## src/three_axis_hit_detector_macros.svh

```systemverilog
// Assertion macros shared by the hit detector RTL.
`ifndef THREE_AXIS_HIT_DETECTOR_MACROS_SVH
`define THREE_AXIS_HIT_DETECTOR_MACROS_SVH

// Same-cycle implication, checked on every rising edge outside reset.
`define TAHD_ASSERT_NOW(label, clk, rst_n, ante, cons, msg) \
  label: assert property (@(posedge clk) disable iff (!rst_n) (ante) |-> (cons)) \
    else $error(msg);

// Next-cycle implication, checked on every rising edge outside reset.
`define TAHD_ASSERT_NEXT(label, clk, rst_n, ante, cons, msg) \
  label: assert property (@(posedge clk) disable iff (!rst_n) (ante) |=> (cons)) \
    else $error(msg);

`endif

```

## src/tahd_pkg.sv

```systemverilog
// Types and constants of the three-axis hit detector.
package tahd_pkg;

  localparam int NUM_AXES   = 3;
  localparam int SAMPLE_W   = 12;
  localparam int TRIG_W     = 12;
  localparam int CFG_IDX_W  = 2;
  localparam int CFG_DATA_W = 12;

  // Number of beats averaged into the baseline after reset (1 to 128).
  localparam int CALIB_SAMPLES = 100;
  localparam int CAL_CNT_W     = $clog2(CALIB_SAMPLES + 1);
  localparam int SUM_W         = 19;

  // Exact floor division by CALIB_SAMPLES for any SUM_W-bit sum:
  // q = (sum * RECIP) >> RECIP_SHIFT with RECIP = ceil(2^RECIP_SHIFT / CALIB_SAMPLES).
  localparam int RECIP_SHIFT = SUM_W + $clog2(CALIB_SAMPLES);
  localparam longint RECIP_L =
    ((64'd1 << RECIP_SHIFT) + CALIB_SAMPLES - 1) / CALIB_SAMPLES;
  localparam int RECIP_W = RECIP_SHIFT + 1;
  localparam int PROD_W  = SUM_W + RECIP_W;

  localparam logic [TRIG_W-1:0] TRIG_RESET = TRIG_W'(400);

  typedef enum logic [CFG_IDX_W-1:0] {
    REG_TRIGGER_X = 2'd0,
    REG_TRIGGER_Y = 2'd1,
    REG_TRIGGER_Z = 2'd2
  } reg_idx_t;

  typedef enum logic [1:0] {
    PH_CALIB  = 2'd0,
    PH_DIVIDE = 2'd1,
    PH_RUN    = 2'd2
  } phase_t;

  typedef struct packed {
    logic [SAMPLE_W-1:0] sample_x;
    logic [SAMPLE_W-1:0] sample_y;
    logic [SAMPLE_W-1:0] sample_z;
  } in_t;

  typedef struct packed {
    logic hit_x;
    logic hit_y;
    logic hit_z;
    logic calibrating;
  } out_t;

endpackage

```

## src/three_axis_hit_detector.sv

```systemverilog
// Three-axis hit detector with baseline calibration and per-axis hysteresis.
// After reset the first CALIB_SAMPLES input beats (100) are summed per axis and
// reported with calibrating set and no hits; the truncated mean of each sum then
// becomes that axis baseline and all axes are armed. From then on each sample
// is clamped to at least its baseline, and its distance above the baseline is
// checked: an armed axis whose distance exceeds its trigger reports a hit and
// disarms, and a disarmed axis re-arms once the distance drops below half the
// trigger. The block takes one beat per clock cycle unless the output
// stalls; an accepted beat passes the input register, then the result
// register. The other exception is the cycle right after the last
// calibration beat, when the baseline divide (a constant reciprocal multiply
// per axis) is registered and no beat moves forward; it happens once per reset.
// Triggers are written through the cfg port at any index 0 to 2; other indexes
// are ignored. There is no reset clearing pass.
`include "three_axis_hit_detector_macros.svh"

module three_axis_hit_detector
  import tahd_pkg::*;
(
  input  logic                  clk,
  input  logic                  rst_n,
  input  logic                  in_valid,
  output logic                  in_ready,
  input  in_t                   in_data,
  output logic                  out_valid,
  input  logic                  out_ready,
  output out_t                  out_data,
  input  logic                  cfg_we,
  input  logic [CFG_IDX_W-1:0]  cfg_idx,
  input  logic [CFG_DATA_W-1:0] cfg_wdata
);

  localparam logic [RECIP_W-1:0] RECIP = RECIP_W'(RECIP_L);

  // Input stage.
  logic                v1_r, v1_nxt;
  in_t                 smp_r, smp_nxt;
  // Result stage.
  logic                out_valid_r, out_valid_nxt;
  out_t                out_data_r, out_data_nxt;
  // Block state.
  phase_t              phase_r, phase_nxt;
  logic [CAL_CNT_W-1:0] cnt_r, cnt_nxt;
  logic [NUM_AXES-1:0] armed_r, armed_nxt;
  logic [TRIG_W-1:0]   trig_r   [NUM_AXES];
  logic [TRIG_W-1:0]   trig_nxt [NUM_AXES];
  logic [SAMPLE_W-1:0] base_r   [NUM_AXES];
  logic [SAMPLE_W-1:0] base_nxt [NUM_AXES];
  logic [SUM_W-1:0]    sum_r    [NUM_AXES];
  logic [SUM_W-1:0]    sum_nxt  [NUM_AXES];

  logic                adv;
  logic [SAMPLE_W-1:0] samp  [NUM_AXES];
  logic [SAMPLE_W-1:0] delta [NUM_AXES];
  logic [PROD_W-1:0]   prod  [NUM_AXES];
  logic [NUM_AXES-1:0] hit;

  assign samp[0] = smp_r.sample_x;
  assign samp[1] = smp_r.sample_y;
  assign samp[2] = smp_r.sample_z;

  // Per-axis distance above baseline and the baseline divide.
  always_comb begin
    for (int a = 0; a < NUM_AXES; a++) begin
      delta[a] = (samp[a] < base_r[a]) ? '0 : (samp[a] - base_r[a]);
      prod[a]  = {{RECIP_W{1'b0}}, sum_r[a]} * {{SUM_W{1'b0}}, RECIP};
    end
  end

  // The input stage moves forward when the result register is free or being
  // drained, except while the baselines are being loaded.
  assign adv      = v1_r && (phase_r != PH_DIVIDE) && (!out_valid_r || out_ready);
  assign in_ready = !v1_r || adv;

  always_comb begin
    v1_nxt        = v1_r;
    smp_nxt       = smp_r;
    out_valid_nxt = out_valid_r;
    out_data_nxt  = out_data_r;
    phase_nxt     = phase_r;
    cnt_nxt       = cnt_r;
    armed_nxt     = armed_r;
    hit           = '0;
    for (int a = 0; a < NUM_AXES; a++) begin
      trig_nxt[a] = trig_r[a];
      base_nxt[a] = base_r[a];
      sum_nxt[a]  = sum_r[a];
    end

    if (in_valid && in_ready) begin
      v1_nxt  = 1'b1;
      smp_nxt = in_data;
    end else if (adv) begin
      v1_nxt = 1'b0;
    end

    if (adv) begin
      out_valid_nxt = 1'b1;
      out_data_nxt  = '0;
      unique case (phase_r)
        PH_CALIB: begin
          for (int a = 0; a < NUM_AXES; a++) begin
            sum_nxt[a] = sum_r[a] + SUM_W'(samp[a]);
          end
          cnt_nxt = cnt_r + CAL_CNT_W'(1);
          out_data_nxt.calibrating = 1'b1;
          if (cnt_nxt == CAL_CNT_W'(CALIB_SAMPLES)) begin
            phase_nxt = PH_DIVIDE;
          end
        end
        PH_RUN: begin
          for (int a = 0; a < NUM_AXES; a++) begin
            if (armed_r[a] && (delta[a] > trig_r[a])) begin
              hit[a]       = 1'b1;
              armed_nxt[a] = 1'b0;
            end else if (!armed_r[a] && (delta[a] < (trig_r[a] >> 1))) begin
              armed_nxt[a] = 1'b1;
            end
          end
          out_data_nxt.hit_x = hit[0];
          out_data_nxt.hit_y = hit[1];
          out_data_nxt.hit_z = hit[2];
        end
        default: begin
        end
      endcase
    end else if (out_ready) begin
      out_valid_nxt = 1'b0;
    end

    // Load the baselines in the cycle after the last calibration beat.
    if (phase_r == PH_DIVIDE) begin
      for (int a = 0; a < NUM_AXES; a++) begin
        base_nxt[a] = prod[a][RECIP_SHIFT +: SAMPLE_W];
      end
      armed_nxt = '1;
      phase_nxt = PH_RUN;
    end

    if (cfg_we) begin
      unique case (cfg_idx)
        REG_TRIGGER_X: trig_nxt[0] = cfg_wdata[TRIG_W-1:0];
        REG_TRIGGER_Y: trig_nxt[1] = cfg_wdata[TRIG_W-1:0];
        REG_TRIGGER_Z: trig_nxt[2] = cfg_wdata[TRIG_W-1:0];
        default: begin
        end
      endcase
    end
  end

  always_ff @(posedge clk) begin
    if (!rst_n) begin
      v1_r        <= 1'b0;
      out_valid_r <= 1'b0;
      phase_r     <= PH_CALIB;
      cnt_r       <= '0;
      armed_r     <= '0;
      for (int a = 0; a < NUM_AXES; a++) begin
        trig_r[a] <= TRIG_RESET;
        base_r[a] <= '0;
        sum_r[a]  <= '0;
      end
    end else begin
      v1_r        <= v1_nxt;
      out_valid_r <= out_valid_nxt;
      phase_r     <= phase_nxt;
      cnt_r       <= cnt_nxt;
      armed_r     <= armed_nxt;
      for (int a = 0; a < NUM_AXES; a++) begin
        trig_r[a] <= trig_nxt[a];
        base_r[a] <= base_nxt[a];
        sum_r[a]  <= sum_nxt[a];
      end
    end
  end

  // Payload registers need no reset.
  always_ff @(posedge clk) begin
    smp_r      <= smp_nxt;
    out_data_r <= out_data_nxt;
  end

  assign out_valid = out_valid_r;
  assign out_data  = out_data_r;

  // A calibration beat never carries a hit.
  `TAHD_ASSERT_NOW(a_no_hit_in_calib, clk, rst_n,
    out_valid_r && out_data_r.calibrating,
    !out_data_r.hit_x && !out_data_r.hit_y && !out_data_r.hit_z,
    "hit reported on a calibration beat")
  // The baseline load ends in the next cycle and nothing advances meanwhile.
  `TAHD_ASSERT_NEXT(a_divide_once, clk, rst_n,
    phase_r == PH_DIVIDE,
    phase_r == PH_RUN && armed_r == '1,
    "baseline load did not finish in one cycle")
  `TAHD_ASSERT_NOW(a_divide_stall, clk, rst_n,
    phase_r == PH_DIVIDE, !adv,
    "beat moved forward while baselines were loading")
  // A hit on x leaves the x axis disarmed.
  `TAHD_ASSERT_NEXT(a_hit_disarms, clk, rst_n,
    adv && hit[0], !armed_r[0],
    "x axis still armed after a hit")

endmodule

```

## config.mk

```make
export PLATFORM = sky130hd
export DESIGN_NAME = three_axis_hit_detector
export DESIGN_NICKNAME = d
export VERILOG_FILES = /design/src/tahd_pkg.sv /design/src/three_axis_hit_detector.sv
export VERILOG_INCLUDE_DIRS = /design/src /design/src/src
export SDC_FILE = /design/constraint.sdc
export NUM_CORES = 1
export LEC_CHECK = 0
export BUFFER_PORTS_ARGS = -buffer_cell sky130_fd_sc_hd__buf_2
export CAP_MARGIN = 20
export CORE_MARGIN = 2
export CORE_UTILIZATION = 30
export CTS_CLUSTER_SIZE = 25
export DETAILED_ROUTE_END_ITERATION = 16
export GPL_ROUTABILITY_DRIVEN = 0
export RECOVER_POWER = 100
export SYNTH_ARGS = -nofsm -noshare
export SYNTH_HDL_FRONTEND = slang
export SYNTH_SLANG_ARGS = --single-unit
```

## constraint.sdc

```tcl
create_clock -name clk -period 14.69 [get_ports clk]
set_input_delay 0.7345 -clock clk [delete_from_list [all_inputs] [get_ports clk]]
set_output_delay 0.7345 -clock clk [all_outputs]
set_load 0.01 [all_outputs]
```

==> results of run 1 <==
placed cells by master (no fill, tap or decap), drive strengths merged, types with 23 or more instances in the layout:
master  Yosys  layout
ha        623     623
o211ai     27      27
o21a       27      27
nand2     188     188
o21ai      91      91
buf         5      50
xor2       41      41
edfxtp     40      40
nor3       26      26
a21oi     148     148
nor2b      23      23
inv       808     814
clkbuf     36      40
xnor2      56      56
a21o       61      61
fa        378     378
dfxtp     143     143
nand3      42      42
nor2      115     115
routing by layer:
metal  GRT usage  part of all wire  vias up
met5           0           0.00017        -
met1       0.191              0.47     9901
li1            -                 -    10200
met4      0.0367             0.022        2
met3      0.0210             0.038       67
met2       0.244              0.47      278
cell type report:
cell class | count | area (µm²)
fill | 10200 | 65000
clock buffer | 20 | 478
tap | 1276 | 1600
sequential | 183 | 4060
timing repair buffer | 70 | 330
multi-input combinational | 2093 | 21800
inverter | 808 | 3030
clock inverter | 12 | 101
report_power, final:
group	internal (mW)	switching, mW
clock network	0.241	0.236
logic	0.554	0.766
registers	0.537	0.0497
total	1.33	1.05
kinds of logic (layout without fill, tap and decap cells):
kind of cell	Yosys count	count (layout)	synth area share
AOI/OAI and AO/OA	456	456	0.104
xor gates and xnor gates	97	97	0.0292
adders and majority gates	1001	1001	0.528
buffers and inverters	849	910	0.110
DFF	183	183	0.140
muxes	13	13	0.00447
and+or+nand+nor	526	526	0.0856
worst max path at each step:
stage,cells past startpoint,slack (ns),end
floorplan,18,9.04,base_r[0][10]
global placement,18,8.22,base_r[0][10]
detailed placement,18,8.24,base_r[0][10]
CTS,18,8.21,base_r[0][10]
global route,8,5.93,base_r[0][11]
finish,8,6.57,base_r[0][11]
metrics by stage:
step | instance area (µm²) | hold WS [ns] | instances | total power [mW] | worst slack, ns
3_3_place_gp | 30900 | 0.438 | 4429 | 1.91 | 8.22
6_report | 31400 | 0.431 | 4462 | 2.38 | 6.57
2_1_floorplan | 29100 | 0.425 | 3125 | 1.56 | 9.04
4_1_cts | 31500 | 0.403 | 4462 | 2.42 | 8.21
5_1_grt | 31400 | 0.413 | 4462 | 2.66 | 5.93
3_5_place_dp | 30900 | 0.442 | 4430 | 1.93 | 8.24
registers in the layout, indices dropped and copies added (netlist names):
register and count:
samp 36, out_valid 1, phase_r 2, armed_r 3
v1_r 1, base_r 36, sum_r 57, cnt_r 7
trig_r 36, out_data 4
==> run_results.csv, run 1 <==
group,metric,value,unit
status,status,"finished, violations left",
status,violations,"capacitance limit, slew limit",
synthesis,syn_area_per_cell,9.31,µm²
place,placement.io_buffers,60,
timing,slew_headroom,-1.14,
worst_setup_path,cp.arrival,8.53,ns
min_path,min_to,"samp[29]",
floorplanning,die-area,99500,µm²
cells_and_area,syn_to_final_growth,8.02,%
power_and_ir_drop,p_per_area,75.8,nW/µm²
run,timing.max_cap.violations,6,
cells_and_area,layout-drive-gt1-share,0.0380,
clock_tree,clock_latency,0.47,ns
synthesis,synth_edf_count,40,
synthesis,yosys_register_bits,183,
timing,tightest_slew,3.21,ns
synthesis,yosysMostFrequentCell,"inv_1",
worst_setup_path,required,15.10,ns
timing,fin_skew,0.0182,ns
worst_setup_path,crit_path_start_kind,"input port",
synthesis,async_flop_share,0,
global_routing,grt_pass1_wl,113000,µm
route,vias,20400,
route,drc,0,
worst_setup_path,max_stage_delay,2.27,ns
place,place_hpwl,59200,µm
timing,period_needed,8.12,ns
worst_setup_path,slowest_stage,"clkinvlp_2",
route,vias_per_cell,4.58,
worst_setup_path,critPathBufInv,5,
clock_tree,clockBufferDepth,2,
worst_setup_path,r2r-end,"base_r[0][10]",
min_path,hold_start,"in_data[29]",
worst_setup_path,crit_fanout,63,
power_and_ir_drop,leakage,16.6,nW
timing,fin_setup_tns,0,ns
route,drtIter0Drc,959,
worst_setup_path,reg2reg_slack,7.86,ns
synthesis,synth.top_cells.by_area,"ha_1 27%, fa_1 26%, inv_1 10%",
cells_and_area,final_nets,4229,
floorplanning,core_area,96400,µm²
cells_and_area,final_util,0.326,
floorplanning,rows,114,
synthesis,seq_area_frac_synth,0.140,
floorplanning,dieHeight,315,µm
clock_tree,cts-root-buf,"clkbuf_16",
synthesis,synth-main-ff-cell,"dfxtp_1",
route,antenna_left,0,
clock_tree,cts_resized,0,
worst_setup_path,r2r_start,"sum_r[0][10]",
timing,rsz0062_at_grt,"false",
worst_setup_path,cpLargestDelayFamily,"buffers and inverters",
power_and_ir_drop,ir_drop,59.9,µV
clock_tree,cts_hold_buf,0,
synthesis,netlist_area,29100,µm²
min_path,min_path_cells,1,
timing,fin_crit_sh,0.553,
worst_setup_path,path_cells,"buf_2 -> clkbuf_1 -> clkinvlp_2 -> clkbuf_1 -> nor2_1 -> clkbuf_1 -> a221oi_1 -> nand3_1",
floorplanning,fp.dieW,315,µm
cells_and_area,antennaDiodeCount,0,
global_routing,antenna_found_initial,8,
worst_setup_path,ff2ff_path_depth,18,
timing,setup_viol,0,
clock_tree,tritoncts,"built",
clock_tree,post_cts_buffers,0,
clock_tree,cts-htree-levels,4,
clock_tree,cts_num_sinks,183,
worst_setup_path,worstSetupPathType,"in -> reg",
synthesis,yosysTopAreaCellShare,0.268,
synthesis,syn-num-nets,4181,
synthesis,synth_cell_types,79,
synthesis,synth_top_cell_by_area,"ha_1",
clock_tree,cts_buffers,17,
route,first_pass_iters,5,
timing,clock.fmax,0.123,GHz
timing,maxSlewViolCount,248,
floorplanning,start_util,0.302,
min_path,hold_path_class,"in -> reg",
global_routing,grt_usage,0.144,
worst_setup_path,startpoint,"rst_n",
global_routing,grt_max_degree,64,
route,routed_wl,68700,µm
global_routing,overflow,0,
worst_setup_path,cpMostUsedCell,"clkbuf_1",
global_routing,grt_pass1_vias,21200,
synthesis,yosysWarnings,0,
worst_setup_path,cp-end-kind,"register",
timing,finalHoldViolations,0,
synthesis,synthTopCellsByCount,"807 x inv_1, 623 x ha_1, 378 x fa_1",
route,wl_per_cell,15.4,µm
clock_tree,clkSlewWorstSetupHoldPaths,0.08,ns
synthesis,synthCells,3125,
floorplanning,ios,61,
No activity file was read; power rests on OpenSTA's default activity.
==> inputs of run 2 (changes only) <==
- ABC_AREA: unset -> 1
- clock period: 14.69 -> 7.15 ns (I/O delays scaled with it)
==> run_results.csv, run 2 <==
group,metric,value,unit
status,status,"finished, violations left",
status,violations,"capacitance limit, slew limit",
global_routing,grt_pass1_wl,131000,µm
synthesis,syn-num-nets,4824,
timing,fin_crit_sh,0.799,
clock_tree,cts-htree-levels,4,
timing,fin_skew,0.0247,ns
floorplanning,start_util,0.302,
route,routed_wl,79500,µm
floorplanning,die-area,106000,µm²
cells_and_area,syn_to_final_growth,7.98,%
cells_and_area,final_cells,5212,
global_routing,overflow,0,
synthesis,synth-main-ff-cell,"dfxtp_1",
worst_setup_path,critPathBufInv,5,
global_routing,antenna_found_initial,3,
synthesis,synth_edf_count,40,
timing,fin_setup_tns,0,ns
timing,clock.fmax,0.175,GHz
timing,period_needed,5.71,ns
worst_setup_path,crit_fanout,10,
floorplanning,rows,118,
power_and_ir_drop,ir_drop,222,µV
timing,tightest_slew,3.41,ns
synthesis,yosysTopAreaCellShare,0.250,
global_routing,grt_max_degree,69,
clock_tree,cts_buffers,17,
cells_and_area,final_common_cell,"inv_1",
clock_tree,clock_latency,0.50,ns
route,wl_per_cell,15.3,µm
cells_and_area,multi_input_area,23000,µm²
place,place_hpwl,68500,µm
cells_and_area,largest_reg_flops,57,
timing,maxSlewViolCount,176,
cells_and_area,ff_latch_area,4060,µm²
clock_tree,clockBufferDepth,2,
worst_setup_path,cp-end-kind,"register",
synthesis,seq_area_frac_synth,0.131,
timing,finalHoldViolations,0,
worst_setup_path,max_stage_delay,0.75,ns
cells_and_area,final_nets,4875,
power_and_ir_drop,leakage,18.3,nW
clock_tree,clkSlewWorstSetupHoldPaths,0.10,ns
synthesis,synth.top_cells.by_area,"ha_1 25%, fa_1 24%, inv_1 12%",
worst_setup_path,crit_path_start_kind,"register",
synthesis,synthTopCellsByCount,"1,016 x inv_1, 623 x ha_1, 435 x nand2_1",
route,antenna_left,0,
cells_and_area,layout_common_cells,"1,020 x inv_1, 623 x ha_1, 434 x nand2_1",
synthesis,synth_top_cell_by_area,"ha_1",
power_and_ir_drop,p_per_area,219,nW/µm²
cells_and_area,regMostFlops,"sum_r",
clock_tree,cts_hold_buf,0,
floorplanning,ios,61,
worst_setup_path,cpLargestDelayFamily,"adder cells",
floorplanning,dieHeight,326,µm
global_routing,grt_usage,0.155,
synthesis,synth_cell_types,55,
cells_and_area,antennaDiodeCount,0,
global_routing,grt_pass1_vias,24800,
timing,rsz0062_at_grt,"false",
floorplanning,fp.dieW,326,µm
synthesis,yosys_register_bits,183,
route,drc,0,
synthesis,async_flop_share,0,
clock_tree,post_cts_buffers,0,
synthesis,netlist_area,31100,µm²
worst_setup_path,worstSetupPathType,"reg -> reg",
worst_setup_path,cp.arrival,6.09,ns
clock_tree,cts_num_sinks,183,
synthesis,yosysWarnings,0,
cells_and_area,layout-drive-gt1-share,0.0386,
route,vias_per_cell,4.61,
synthesis,yosysMostFrequentCell,"inv_1",
worst_setup_path,path_cells,"fa_1 -> inv_1 -> fa_1 -> fa_1 -> inv_1 -> fa_1 -> fa_1 -> inv_1 -> fa_1 -> inv_1 -> ha_1 -> a21oi_1 -> o21ai_0 -> a21boi_0 -> nor2_1 -> a211oi_1 -> nand2_1 -> nand2_1 -> nand3_1 -> nand2_1 -> inv_1",
floorplanning,core_area,103000,µm²
route,first_pass_iters,7,
route,vias,24000,
timing,slew_headroom,-1.27,
route,drtIter0Drc,1599,
place,placement.io_buffers,60,
cells_and_area,nFillCells,10900,
synthesis,synthCells,3768,
min_path,hold_path_class,"in -> reg",
run,timing.max_cap.violations,4,
clock_tree,cts_resized,0,
timing,setup_viol,0,
place,dp.cells,5180,
synthesis,syn_area_per_cell,8.26,µm²
worst_setup_path,cpMostUsedCell,"fa_1",
worst_setup_path,required,7.53,ns
clock_tree,tritoncts,"built",
worst_setup_path,slowest_stage,"dfxtp_1",
clock_tree,cts-root-buf,"clkbuf_16",
==> run 2: worst paths after layout <==
check / slack [ns] / cells past startpoint / end / startpoint
worst min register to register: 0.47 / 2 / armed_r[0] / armed_r[0]
worst max-delay path: 1.44 / 21 / base_r[0][20] / sum_r[0][27]
worst min-delay path: 0.04 / 1 / samp[2] / in_data[2]
worst max register to register: 1.44 / 21 / base_r[0][20] / sum_r[0][27]
==> run 2: power breakdown <==
part,internal (mW),switching [mW]
registers,1.11,0.118
clock network,0.475,0.527
logic,1.90,3.23
==> run 2: through the flow <==
| stage | hold WS [ns] | cell area [µm²] | power (mW) | worst slack [ns] | utilization |
|---|---|---|---|---|---|
| 2_1_floorplan | 0.440 | 31100 | 4.98 | 2.10 | - |
| 3_3_place_gp | 0.448 | 33100 | 6.32 | 1.51 | 0.321 |
| 3_5_place_dp | 0.455 | 33100 | 6.35 | 1.51 | 0.321 |
| 4_1_cts | 0.0118 | 33700 | 7.40 | 1.46 | 0.326 |
| 5_1_grt | 0.0136 | 33600 | 8.27 | 1.03 | 0.326 |
| 6_report | 0.0386 | 33600 | 7.36 | 1.44 | 0.326 |
==> run 2: routing by layer <==
layer | GRT usage | part of all wire
met4 | 0.0333 | 0.018
met1 | 0.209 | 0.47
met3 | 0.0245 | 0.050
met2 | 0.259 | 0.46
met5 | 0 | 0.00015
==> run 2: logic make-up (layout without fill, tap and decap cells) <==
logic type | Yosys count | in the layout | synth area share
buffers and inverters | 1065 | 1129 | 0.129
AO/OA/AOI/OAI | 622 | 622 | 0.113
XOR/XNOR | 67 | 67 | 0.0188
AND/OR/NAND/NOR | 830 | 830 | 0.116
adder cells (fa/ha/maj) | 1001 | 1001 | 0.493
flip-flops | 183 | 183 | 0.131
==> run 2: cell type report <==
class | count | area share
Clock buffer | 17 | 0.0127
Clock inverter | 15 | 0.00532
Inverter | 1028 | 0.115
Multi-Input combinational cell | 2520 | 0.685
Sequential cell | 183 | 0.121
Tap cell | 1380 | 0.0513
Timing Repair Buffer | 69 | 0.00979
==> inputs of run 3 (changes only) <==
- clock period: 7.15 -> 5.45 ns (I/O delays scaled with it)
==> run_results.csv, run 3 (synthesized netlist as in run 2, its figures left out) <==
group,metric,value,unit
floorplanning,core_area,103000,µm²
timing,slew_headroom,-1.29,
global_routing,antenna_found_initial,2,
cells_and_area,layout-drive-gt1-share,0.0760,
clock_tree,clockBufferDepth,2,
floorplanning,ios,61,
worst_setup_path,max_stage_delay,0.59,ns
timing,maxSlewViolCount,105,
route,vias_per_cell,4.60,
global_routing,grt_max_degree,86,
cells_and_area,layout_common_cells,"1,019 x inv_1, 613 x ha_1, 429 x nand2_1",
worst_setup_path,required,5.85,ns
cells_and_area,nFillCells,10700,
power_and_ir_drop,p_per_area,294,nW/µm²
worst_setup_path,cp.arrival,5.62,ns
clock_tree,clock_latency,0.51,ns
worst_setup_path,reg2reg_slack,0.24,ns
power_and_ir_drop,p_comb_frac,0.711,
cells_and_area,largest_reg_flops,57,
timing,fin_crit_sh,0.957,
route,first_pass_iters,5,
min_path,min_path_cells,4,
worst_setup_path,crit_path_start_kind,"register",
cells_and_area,syn_to_final_growth,12.0,%
cells_and_area,regMostFlops,"sum_r",
worst_setup_path,cpLargestDelayFamily,"adder cells",
place,placement.io_buffers,60,
min_path,hold_start,"out_ready",
worst_setup_path,cpMostUsedCell,"fa_1",
timing,layout_setup_ws,0.236,ns
power_and_ir_drop,p_sw,5.33,mW
status,violations,"capacitance limit, slew limit",
route,vias,24500,
clock_tree,cts-root-buf,"clkbuf_16",
route,drc,0,
clock_tree,cts-htree-levels,4,
status,status,"finished, violations left",
worst_setup_path,cp-end-kind,"register",
place,placedInstanceArea,33700,µm²
floorplanning,fp.dieW,326,µm
cells_and_area,antennaDiodeCount,0,
timing,finalHoldViolations,0,
timing,setup_viol,0,
power_and_ir_drop,p_int,4.92,mW
worst_setup_path,critPathBufInv,3,
power_and_ir_drop,p_sw_frac,0.520,
worst_setup_path,ff2ff_path_depth,18,
cells_and_area,ff_latch_area,4090,µm²
floorplanning,start_util,0.302,
min_path,hold_path_class,"in -> reg",
worst_setup_path,r2r-end,"base_r[0][5]",
timing,fin_skew,0.0209,ns
min_path,min_to,"out_valid",
global_routing,overflow,0,
clock_tree,clkSlewWorstSetupHoldPaths,0.08,ns
worst_setup_path,r2r_start,"sum_r[0][11]",
floorplanning,rows,118,
worst_setup_path,slowest_stage,"fa_1",
worst_setup_path,path_cells,"fa_2 -> fa_1 -> fa_1 -> fa_1 -> fa_1 -> inv_1 -> fa_1 -> inv_1 -> ha_1 -> a21oi_1 -> o21ai_0 -> o21bai_1 -> a211oi_2 -> nand2_1 -> nand2_1 -> nand3_1 -> nand2_1 -> inv_1",
run,timing.max_cap.violations,2,
place,pre_cts_ws,-0.0116,ns
power_and_ir_drop,power_frac_clock,0.138,
power_and_ir_drop,leakage,18.9,nW
cells_and_area,final_common_cell,"inv_1",
worst_setup_path,crit_fanout,6,
global_routing,grt_usage,0.161,
route,wl_per_cell,15.7,µm
timing,clock.fmax,0.192,GHz
cells_and_area,final_area,34900,µm²
floorplanning,dieHeight,326,µm
clock_tree,cts_num_sinks,183,
cells_and_area,final_util,0.338,
worst_setup_path,worstSetupPathType,"reg -> reg",
place,place_hpwl,71400,µm
cells_and_area,final_cells,5329,
clock_tree,tritoncts,"built",
route,routed_wl,83600,µm
timing,tightest_slew,3.43,ns
power_and_ir_drop,fin_total_pwr,10.2,mW
clock_tree,cts_buffers,17,
cells_and_area,multi_input_area,23300,µm²
global_routing,grt_pass1_vias,25100,
route,drtIter0Drc,1356,
cells_and_area,final_nets,4992,
power_and_ir_drop,ir_drop,209,µV
global_routing,grt_pass1_wl,135000,µm
floorplanning,die-area,106000,µm²
route,antenna_left,0,
power_and_ir_drop,seq_power_share,0.151,
timing,period_needed,5.21,ns
place,dp.cells,5263,
==> run 3: worst reg2reg max path, cell delays in order (launching register included) <==
cell	delay [ns]
dfxtp_2	0.44
fa_2	0.53
fa_1	0.52
fa_1	0.59
fa_1	0.45
fa_1	0.52
inv_1	0.06
fa_1	0.48
inv_1	0.05
ha_1	0.32
a21oi_1	0.20
o21ai_0	0.15
o21bai_1	0.19
a211oi_2	0.26
nand2_1	0.09
nand2_1	0.07
nand3_1	0.08
nand2_1	0.08
inv_1	0.04
==> run 3: worst max path at each step <==
stage | cells past startpoint | slack, ns | from | end
5_1_grt | 25 | -0.008 | sum_r[0][20] | base_r[0][15]
4_1_cts | 21 | 0.06 | sum_r[0][24] | base_r[0][17]
2_1_floorplan | 20 | 0.40 | sum_r[0][47] | base_r[0][32]
3_3_place_gp | 18 | 0.04 | sum_r[0][11] | base_r[0][5]
3_5_place_dp | 21 | -0.01 | sum_r[0][24] | base_r[0][17]
6_report | 18 | 0.24 | sum_r[0][11] | base_r[0][5]
==> run 3: power groups by stage <==
stage | sequential (mW) | clock, mW | combinational, mW
finish | 1.55 | 1.41 | 7.28
global route | 1.55 | 1.49 | 8.39
CTS | 1.54 | 1.44 | 6.96
detailed placement | 1.57 | 0 | 6.86
global placement | 1.57 | 0 | 6.81
floorplan | 1.57 | 0 | 4.96
==> run 3: timing repair <==
item / 4_1_cts / 5_1_grt
endpoints found under the hold margin: 30 / 0
hold buffers: 30 / 0
buffers inserted: 0 / 4
setup endpoints to repair: 3 / 28
resized for setup: 3 / 75
pin swaps: 0 / 16
==> run 3: area by class of cell <==
class / instances / area share
Clock inverter: 13 / 0.00484
Clock buffer: 19 / 0.0136
Tap cell: 1380 / 0.0495
Sequential cell: 183 / 0.117
Multi-Input combinational cell: 2520 / 0.667
Inverter: 1028 / 0.111
Timing Repair Buffer: 186 / 0.0366
==> run 3: stage by stage <==
step / setup TNS, ns / hold WS [ns]
after floorplan: 0 / 0.371
after global placement: 0 / 0.449
after detailed placement: -0.0156 / 0.451
after CTS: 0 / 0.00103
after global routing: -0.00893 / 0.0505
final: 0 / 0.0380
==> run 3: per-layer routing <==
metal / vias to the layer above / global-route usage / part of all wire
li1: 12200 / - / -
met1: 11700 / 0.216 / 0.47
met2: 480 / 0.264 / 0.45
met3: 104 / 0.0247 / 0.045
met4: 0 / 0.0568 / 0.034
met5: - / 0 / 0
